**src/hdl/acdr_pkg.sv**
```systemverilog
// Shared constants for the accel/decel reference ramp.
`default_nettype none
package acdr_pkg;

  localparam int FRAC_BITS_DEF = 16;
  localparam int REF_W         = 16;
  localparam int TICKS_W       = 16;
  localparam int CFG_ADDR_W    = 1;
  localparam int TDATA_W       = 24;

  localparam logic signed [REF_W-1:0] REF_ONE     = 16'sd16384;
  localparam logic signed [REF_W-1:0] REF_NEG_ONE = -16'sd16384;

  localparam logic [TICKS_W-1:0] TICKS_RST = 16'd1000;

  localparam logic [CFG_ADDR_W-1:0] REG_ACCEL_TICKS = 1'd0;
  localparam logic [CFG_ADDR_W-1:0] REG_DECEL_TICKS = 1'd1;

endpackage
`default_nettype wire

```
**src/hdl/acdr_div.sv**
```systemverilog
// Serial restoring divider: signed delta by unsigned tick count, one bit per cycle.
`default_nettype none
module acdr_div #(
  parameter int ACC_W = 32
) (
  input  wire                                clk,
  input  wire                                rst_n,
  input  wire                                start,
  input  wire signed [ACC_W-1:0]             dividend,
  input  wire        [acdr_pkg::TICKS_W-1:0] divisor,
  output logic                               done,
  output logic signed [ACC_W-1:0]            quotient
);

  localparam int TW    = acdr_pkg::TICKS_W;
  localparam int CNT_W = $clog2(ACC_W + 1);

  logic [ACC_W-1:0] q_r;
  logic [TW-1:0]    rem_r;
  logic [TW-1:0]    d_r;
  logic             neg_r;
  logic [CNT_W-1:0] cnt_r;
  logic             done_r;

  logic [TW:0]      rem_sh;
  logic             ge;
  logic [TW:0]      rem_sub;
  logic [ACC_W-1:0] mag;

  assign mag     = dividend[ACC_W-1] ? ACC_W'(-dividend) : ACC_W'(dividend);
  assign rem_sh  = {rem_r, q_r[ACC_W-1]};
  assign ge      = (rem_sh >= {1'b0, d_r});
  assign rem_sub = rem_sh - {1'b0, d_r};

  always_ff @(posedge clk) begin
    if (!rst_n) begin
      cnt_r  <= '0;
      done_r <= 1'b0;
    end else if (start) begin
      cnt_r  <= CNT_W'(ACC_W);
      done_r <= 1'b0;
    end else if (cnt_r != '0) begin
      cnt_r  <= cnt_r - CNT_W'(1);
      done_r <= (cnt_r == CNT_W'(1));
    end else begin
      done_r <= 1'b0;
    end
  end

  always_ff @(posedge clk) begin
    if (start) begin
      q_r   <= mag;
      rem_r <= '0;
      d_r   <= divisor;
      neg_r <= dividend[ACC_W-1];
    end else if (cnt_r != '0) begin
      q_r   <= {q_r[ACC_W-2:0], ge};
      rem_r <= ge ? rem_sub[TW-1:0] : rem_sh[TW-1:0];
    end
  end

  // truncate toward zero: divide magnitudes, restore sign
  assign quotient = neg_r ? -$signed(q_r) : $signed(q_r);
  assign done     = done_r;

endmodule
`default_nettype wire

```
**src/hdl/accel_decel_reference_ramp_core.sv**
```systemverilog
// Sequence: an input beat taken in idle passes through S_PREP to S_UPD, which raises
// out_tvalid, when the target is unchanged; a new target adds two serial divisions on the
// shared divider (S_DIVA, then S_DIVD; one quotient bit per cycle) before S_UPD.
// A new beat is taken only once the last one is through: in_tready is high only
// while idle, and a result held back by out_tready stalls the sequencer.
// Reset (rst_n low, synchronous): zero accumulator, steps, last target; lengths 1000.
`default_nettype none
module accel_decel_reference_ramp_core #(
  parameter int FRAC_BITS = acdr_pkg::FRAC_BITS_DEF
) (
  input  wire                                   clk,
  input  wire                                   rst_n,
  input  wire                                   in_tvalid,
  output logic                                  in_tready,
  // [15:0] target_ref, [16] drive_on, [17] stop_cmd, [23:18] zero
  input  wire  [acdr_pkg::TDATA_W-1:0]          in_tdata,
  output logic                                  out_tvalid,
  input  wire                                   out_tready,
  // [15:0] ramp_ref, [16] accelerating, [17] decelerating, [23:18] zero
  output logic [acdr_pkg::TDATA_W-1:0]          out_tdata,
  input  wire                                   cfg_we,
  input  wire  [acdr_pkg::CFG_ADDR_W-1:0]       cfg_addr,
  input  wire  [acdr_pkg::TICKS_W-1:0]          cfg_wdata
);

  localparam int RW    = acdr_pkg::REF_W;
  localparam int TW    = acdr_pkg::TICKS_W;
  localparam int ACC_W = RW + FRAC_BITS;
  localparam int DW    = ACC_W + 1;

  localparam logic [2:0] S_IDLE = 3'd0;
  localparam logic [2:0] S_PREP = 3'd1;
  localparam logic [2:0] S_DIVA = 3'd2;
  localparam logic [2:0] S_DIVD = 3'd3;
  localparam logic [2:0] S_UPD  = 3'd4;

  localparam logic signed [DW-1:0] LIM_P = $signed({{(DW-ACC_W+1){1'b0}}, 1'b1,
                                                    {(ACC_W-2){1'b0}}});
  localparam logic signed [DW-1:0] LIM_N = -LIM_P;

  logic [2:0]              state_r;
  logic [TW-1:0]           accel_ticks_r, decel_ticks_r;
  logic signed [RW-1:0]    tgt_r, last_target_r;
  logic signed [ACC_W-1:0] accum_r, accel_step_r, decel_step_r, dd_r;
  logic                    out_tvalid_r;
  logic [RW-1:0]           out_ref_r;
  logic                    out_acc_r, out_dec_r;

  // input decode
  logic signed [RW-1:0] in_tgt, tgt_sat, tgt_eff;
  logic                 in_on, in_stop;

  assign in_tgt  = $signed(in_tdata[RW-1:0]);
  assign in_on   = in_tdata[RW];
  assign in_stop = in_tdata[RW+1];

  always_comb begin
    if (in_tgt > acdr_pkg::REF_ONE) begin
      tgt_sat = acdr_pkg::REF_ONE;
    end else if (in_tgt < acdr_pkg::REF_NEG_ONE) begin
      tgt_sat = acdr_pkg::REF_NEG_ONE;
    end else begin
      tgt_sat = in_tgt;
    end
    tgt_eff = (!in_on || in_stop) ? '0 : tgt_sat;
  end

  // sign and magnitude relations of target and accumulator
  logic signed [ACC_W-1:0] s_val;
  logic [ACC_W-1:0]        as_v, ao_v;
  logic                    opposite, s_gt, s_lt;

  assign s_val    = $signed({tgt_r, {FRAC_BITS{1'b0}}});
  assign as_v     = s_val[ACC_W-1] ? ACC_W'(-s_val) : ACC_W'(s_val);
  assign ao_v     = accum_r[ACC_W-1] ? ACC_W'(-accum_r) : ACC_W'(accum_r);
  assign opposite = (s_val < 0 && accum_r > 0) || (s_val > 0 && accum_r < 0);
  assign s_gt     = as_v > ao_v;
  assign s_lt     = as_v < ao_v;

  // step deltas
  logic signed [ACC_W-1:0] ad_v, dd_v;

  always_comb begin
    if (opposite) begin
      ad_v = s_val;
      dd_v = accum_r;
    end else if (s_gt) begin
      ad_v = s_val - accum_r;
      dd_v = '0;
    end else if (s_lt) begin
      ad_v = '0;
      dd_v = accum_r - s_val;
    end else begin
      ad_v = '0;
      dd_v = '0;
    end
  end

  // shared divider
  logic                    div_start, div_done;
  logic signed [ACC_W-1:0] div_dividend, div_q;
  logic [TW-1:0]           div_divisor, accel_div, decel_div;

  assign accel_div = (accel_ticks_r == '0) ? TW'(1) : accel_ticks_r;
  assign decel_div = (decel_ticks_r == '0) ? TW'(1) : decel_ticks_r;

  always_comb begin
    div_start    = 1'b0;
    div_dividend = ad_v;
    div_divisor  = accel_div;
    if (state_r == S_PREP && tgt_r != last_target_r) begin
      div_start = 1'b1;
    end else if (state_r == S_DIVA && div_done) begin
      div_start    = 1'b1;
      div_dividend = dd_r;
      div_divisor  = decel_div;
    end
  end

  acdr_div #(
    .ACC_W (ACC_W)
  ) u_div (
    .clk      (clk),
    .rst_n    (rst_n),
    .start    (div_start),
    .dividend (div_dividend),
    .divisor  (div_divisor),
    .done     (div_done),
    .quotient (div_q)
  );

  // accumulator update
  logic signed [DW-1:0] s_w, o_w, diff, acc_w, dec_w, o_nxt, o_clamp;
  logic [DW-1:0]        dist_mag, acc_mag, dec_mag;
  logic                 snap, upd_acc, upd_dec;

  assign s_w      = DW'(s_val);
  assign o_w      = DW'(accum_r);
  assign acc_w    = DW'(accel_step_r);
  assign dec_w    = DW'(decel_step_r);
  assign diff     = s_w - o_w;
  assign dist_mag = diff[DW-1] ? DW'(-diff) : DW'(diff);
  assign acc_mag  = acc_w[DW-1] ? DW'(-acc_w) : DW'(acc_w);
  assign dec_mag  = dec_w[DW-1] ? DW'(-dec_w) : DW'(dec_w);
  assign snap     = (dist_mag < dec_mag) || (dist_mag < acc_mag);

  always_comb begin
    o_nxt   = s_w;
    upd_acc = 1'b0;
    upd_dec = 1'b0;
    if (snap) begin
      o_nxt = s_w;
    end else if (opposite || s_lt) begin
      o_nxt   = o_w - dec_w;
      upd_dec = 1'b1;
    end else if (s_gt) begin
      o_nxt   = o_w + acc_w;
      upd_acc = 1'b1;
    end
    if (o_nxt > LIM_P) begin
      o_clamp = LIM_P;
    end else if (o_nxt < LIM_N) begin
      o_clamp = LIM_N;
    end else begin
      o_clamp = o_nxt;
    end
  end

  logic upd_go;
  assign upd_go = (state_r == S_UPD) && (!out_tvalid_r || out_tready);

  // configuration
  always_ff @(posedge clk) begin
    if (!rst_n) begin
      accel_ticks_r <= acdr_pkg::TICKS_RST;
      decel_ticks_r <= acdr_pkg::TICKS_RST;
    end else if (cfg_we) begin
      case (cfg_addr)
        acdr_pkg::REG_ACCEL_TICKS: accel_ticks_r <= cfg_wdata;
        acdr_pkg::REG_DECEL_TICKS: decel_ticks_r <= cfg_wdata;
        default: ;
      endcase
    end
  end

  // sequencer and state
  always_ff @(posedge clk) begin
    if (!rst_n) begin
      state_r       <= S_IDLE;
      last_target_r <= '0;
      accel_step_r  <= '0;
      decel_step_r  <= '0;
      accum_r       <= '0;
      out_tvalid_r  <= 1'b0;
    end else begin
      // drop the beat once taken, unless a new one replaces it
      if (out_tvalid_r && out_tready && !upd_go) begin
        out_tvalid_r <= 1'b0;
      end
      case (state_r)
        S_IDLE: begin
          if (in_tvalid) begin
            state_r <= S_PREP;
          end
        end
        S_PREP: begin
          // new target: recompute both steps
          state_r <= (tgt_r != last_target_r) ? S_DIVA : S_UPD;
        end
        S_DIVA: begin
          if (div_done) begin
            accel_step_r <= div_q;
            state_r      <= S_DIVD;
          end
        end
        S_DIVD: begin
          if (div_done) begin
            decel_step_r <= div_q;
            state_r      <= S_UPD;
          end
        end
        S_UPD: begin
          if (upd_go) begin
            accum_r       <= o_clamp[ACC_W-1:0];
            last_target_r <= tgt_r;
            out_tvalid_r  <= 1'b1;
            state_r       <= S_IDLE;
          end
        end
        default: state_r <= S_IDLE;
      endcase
    end
  end

  // payload registers
  always_ff @(posedge clk) begin
    if (state_r == S_IDLE && in_tvalid) begin
      tgt_r <= tgt_eff;
    end
    if (state_r == S_PREP) begin
      dd_r <= dd_v;
    end
    if (upd_go) begin
      out_ref_r <= o_clamp[ACC_W-1:FRAC_BITS];
      out_acc_r <= upd_acc;
      out_dec_r <= upd_dec;
    end
  end

  assign in_tready  = (state_r == S_IDLE);
  assign out_tvalid = out_tvalid_r;
  assign out_tdata  = {{(acdr_pkg::TDATA_W-RW-2){1'b0}}, out_dec_r, out_acc_r, out_ref_r};

endmodule
`default_nettype wire
```
**config.mk**
```make
export PLATFORM = sky130hd
export DESIGN_NAME = accel_decel_reference_ramp_core
export DESIGN_NICKNAME = d
export VERILOG_FILES = /design/src/hdl/acdr_pkg.sv /design/src/hdl/acdr_div.sv /design/src/hdl/accel_decel_reference_ramp_core.sv
export SDC_FILE = /design/constraint.sdc
export NUM_CORES = 1
export LEC_CHECK = 0
export ABC_AREA = 1
export ABC_CLOCK_PERIOD_IN_PS = 4550
export BUFFER_PORTS_ARGS = -buffer_cell sky130_fd_sc_hd__buf_2
export CORE_MARGIN = 2
export CORE_UTILIZATION = 41
export CTS_CLUSTER_SIZE = 24
export DETAILED_ROUTE_END_ITERATION = 16
export PLACE_DENSITY_LB_ADDON = 0.2
export SKIP_CTS_REPAIR_TIMING = 1
export SYNTH_ARGS = -nofsm -noshare
export SYNTH_HDL_FRONTEND = slang
export SYNTH_SLANG_ARGS = --single-unit
```
**constraint.sdc**
```tcl
create_clock -name clk -period 4.55 [get_ports clk]
set_input_delay 0.91 -clock clk [delete_from_list [all_inputs] [get_ports clk]]
set_output_delay 0.91 -clock clk [all_outputs]
set_load 0.005 [all_outputs]
```
==> results.sh <==
export IMPL_routed_wl_mm=102
export IMPL_drt_iter0_drc=2710
export IMPL_violations="negative setup slack"
export IMPL_grt_pass1_vias=25409
export IMPL_synthFlopType="dfxtp_1"
export IMPL_async_reset_ff_share_pct=0
export IMPL_seq_power_share_pct=18.7
export IMPL_whs_ps=473
export IMPL_yosysWarnings=0
export IMPL_cp_required_ps=5050
export IMPL_die_height_um=251
export IMPL_antenna_found_initial=0
export IMPL_drt_wirelength_per_cell_um=20.1
export IMPL_cp_slowest_cell="dfxtp_4"
export IMPL_syn_avg_cell_area_um2=6.85
export IMPL_fin_ws_ps=-1050
export IMPL_power_density_mw_per_mm2=582
export IMPL_p_switching_mw=9.19
export IMPL_root_buffer="clkbuf_16"
export IMPL_layout_commonest_cell="nand2_1"
export IMPL_reg2reg_depth=42
export IMPL_slew_headroom_pct=24.5
export IMPL_power_total_mw=20.0
export IMPL_sw_frac_of_total_pct=45.9
export IMPL_clock_power_share_pct=16.5
export IMPL_syn_inst=3664
export IMPL_holdPathStages=2
export IMPL_ys_seq_elements=286
export IMPL_placementRows=90
export IMPL_internal_power_mw=10.8
export IMPL_track_usage_pct=30.5
export IMPL_synth_edff_count=115
export IMPL_h_tree_depth=2
export IMPL_hold_path_class="register to register"
export IMPL_arrival_ps=6110
export IMPL_io_pins=72
export IMPL_fp_dieW_um=251
export IMPL_nNetsFinal=4523
export IMPL_tritoncts="done"
export IMPL_critPathMaxStageDelay_ps=360
export IMPL_outcome="complete, but fails checks"
export IMPL_clk_latency_ps=610
export IMPL_cp_start_kind="register"
export IMPL_io_buffers=59
export IMPL_ant_nets=0
export IMPL_comb_power_share_pct=64.8
export IMPL_initial_core_util_pct=41.5
export IMPL_cts_sinks=286
export IMPL_gp_congestion=1.01
export IMPL_drv_slew=0
export IMPL_drive_gt1_share_pct=27.8
export IMPL_cts_max_path_buffers=3
export IMPL_path_clk_slew_ps=60
export IMPL_layout_common_cells="nand2_1, buf_4, inv_1"
export IMPL_ys_seq_area_share_pct=27.4
export IMPL_hold_viol_final=0
export IMPL_cap_violations=0
export IMPL_cts_buffers=38
export IMPL_p_leak_nw=16.8
export IMPL_vias_per_cell=5.40
export IMPL_area_delta_synth_final_pct=37.0
export IMPL_grt_pass1_wl_mm=148
export IMPL_path_class="register to register"
export IMPL_critical_path_endpoint_type="register"
export IMPL_clock_skew_ps=30.5
export IMPL_path_max_fanout=6
export IMPL_drc=0
export IMPL_synth_cell_types=65
export IMPL_grt_overflow=0
export IMPL_cpMostUsedCell="nand2_1"
export IMPL_grt_max_degree=79
export IMPL_synth_area_mm2=0.0251
export IMPL_rsz0062_at_grt="yes"
export IMPL_worstMarginPinSlew_ps=1130
export IMPL_fin_crit_sh_pct=123
export IMPL_dr_total_vias=27464
export IMPL_antennaDiodeCount=0
export IMPL_core_mm2=0.0605
export IMPL_setup_viol=82
export IMPL_dieArea_mm2=0.0632
export IMPL_vdd_drop_max_mv=0.425
export IMPL_period_needed_ps=5600
export IMPL_timing_fmax_ghz=0.179
export IMPL_post_dp_hpwl_mm=78.9
export IMPL_first_pass_iters=6
[metal layers]
layer | part of all wire (%) | GRT usage (%) | vias to the layer above
li1 | - | - | 13373
met1 | 43 | 40.6 | 12848
met2 | 45 | 48.8 | 1010
met3 | 7.2 | 3.93 | 233
met4 | 5.4 | 14.7 | 0
met5 | 0 | 0 | -
[critical path, delay by kind of cell, from the launching register on]
kind                       cells  cell delay [ps]
AOI/OAI and AO/OA              3              360
adders and majority gates      2              460
DFF                            1              360
buffers and inverters          8              920
and+or+nand+nor               28             3280
xor gates and xnor gates       1              120
[registers in the layout (all words and copies together) (netlist names), 3 cells and up]
signal	cells
last_target_r	16
out_ref_r	16
accel_step_r	32
u_div.q_r	32
decel_step_r	32
dd_r	32
state_r	3
u_div.rem_r	16
decel_ticks_r	16
u_div.cnt_r	6
u_div.d_r	16
accum_r	32
tgt_r	16
accel_ticks_r	16
[cell families after synthesis]
logic type,share of synthesized area [%]
AND/OR/NAND/NOR,25.9
AO/OA/AOI/OAI,17.6
buffers and inverters,10.3
flip-flops,27.4
XOR/XNOR,8.61
adder cells (fa/ha/maj),10.2
other,0.0299
[Yosys cell counts, types with 20 or more instances]
master | count | share of area [%]
a21oi_1 | 272 | 5.4
nor2_1 | 418 | 6.3
clkbuf_1 | 83 | 1.2
o21ai_0 | 281 | 5.6
a21oi_2 | 20 | 0.70
nand2_1 | 670 | 10
dfxtp_1 | 171 | 14
inv_1 | 516 | 7.7
ha_1 | 199 | 9.9
edfxtp_1 | 115 | 14
nor3_1 | 64 | 1.3
nand2_2 | 40 | 1.0
xnor2_1 | 47 | 1.6
nor4_1 | 36 | 0.90
nand3_1 | 178 | 3.5
o22ai_1 | 39 | 0.97
xor2_1 | 198 | 6.9
nand4_1 | 32 | 0.80
[path summary, 6_finish.rpt]
check	from	to	slack, ps
setup / recovery	accum_r[1]	accum_r[9]	-1050
hold reg to reg	last_target_r[11]	last_target_r[11]	470
setup reg to reg	accum_r[1]	accum_r[9]	-1050
hold / removal	last_target_r[11]	last_target_r[11]	470
[power by group through the flow]
stage | clock network [mW] | registers (mW) | logic (mW)
detailed placement | 0 | 3.78 | 10.3
CTS | 3.34 | 3.73 | 10.3
finish | 3.31 | 3.74 | 13.0
floorplan | 0 | 3.66 | 6.09
global route | 3.44 | 3.79 | 13.9
global placement | 0 | 3.77 | 10.2
[layout make-up]
type	count	area (um^2)
fillers	5817	26100
multi-input cells	2730	17600
flip-flops and latches	286	6900
repair buffers	683	5520
inverters	534	2050
clock buffers	50	1070
well taps	782	978
clock inverters	20	297
repair inverters	1	11.3
[stage by stage]
| step | TNS [ps] | setup slack, ps | cell area (um^2) | instances | utilization, % |
|---|---|---|---|---|---|
| after global routing | -93030 | -1350 | 34400 | 5086 | 56.9 |
| after CTS | -93660 | -1580 | 31800 | 5008 | 52.6 |
| final | -70220 | -1050 | 34400 | 5086 | 56.9 |
| after floorplan | -0.814 | -0.102 | 25500 | 3670 | - |
| after detailed placement | -91940 | -1540 | 30400 | 4938 | 50.3 |
| after global placement | -88510 | -1550 | 30400 | 4938 | 50.3 |
Power figures use the tool's default switching activity.
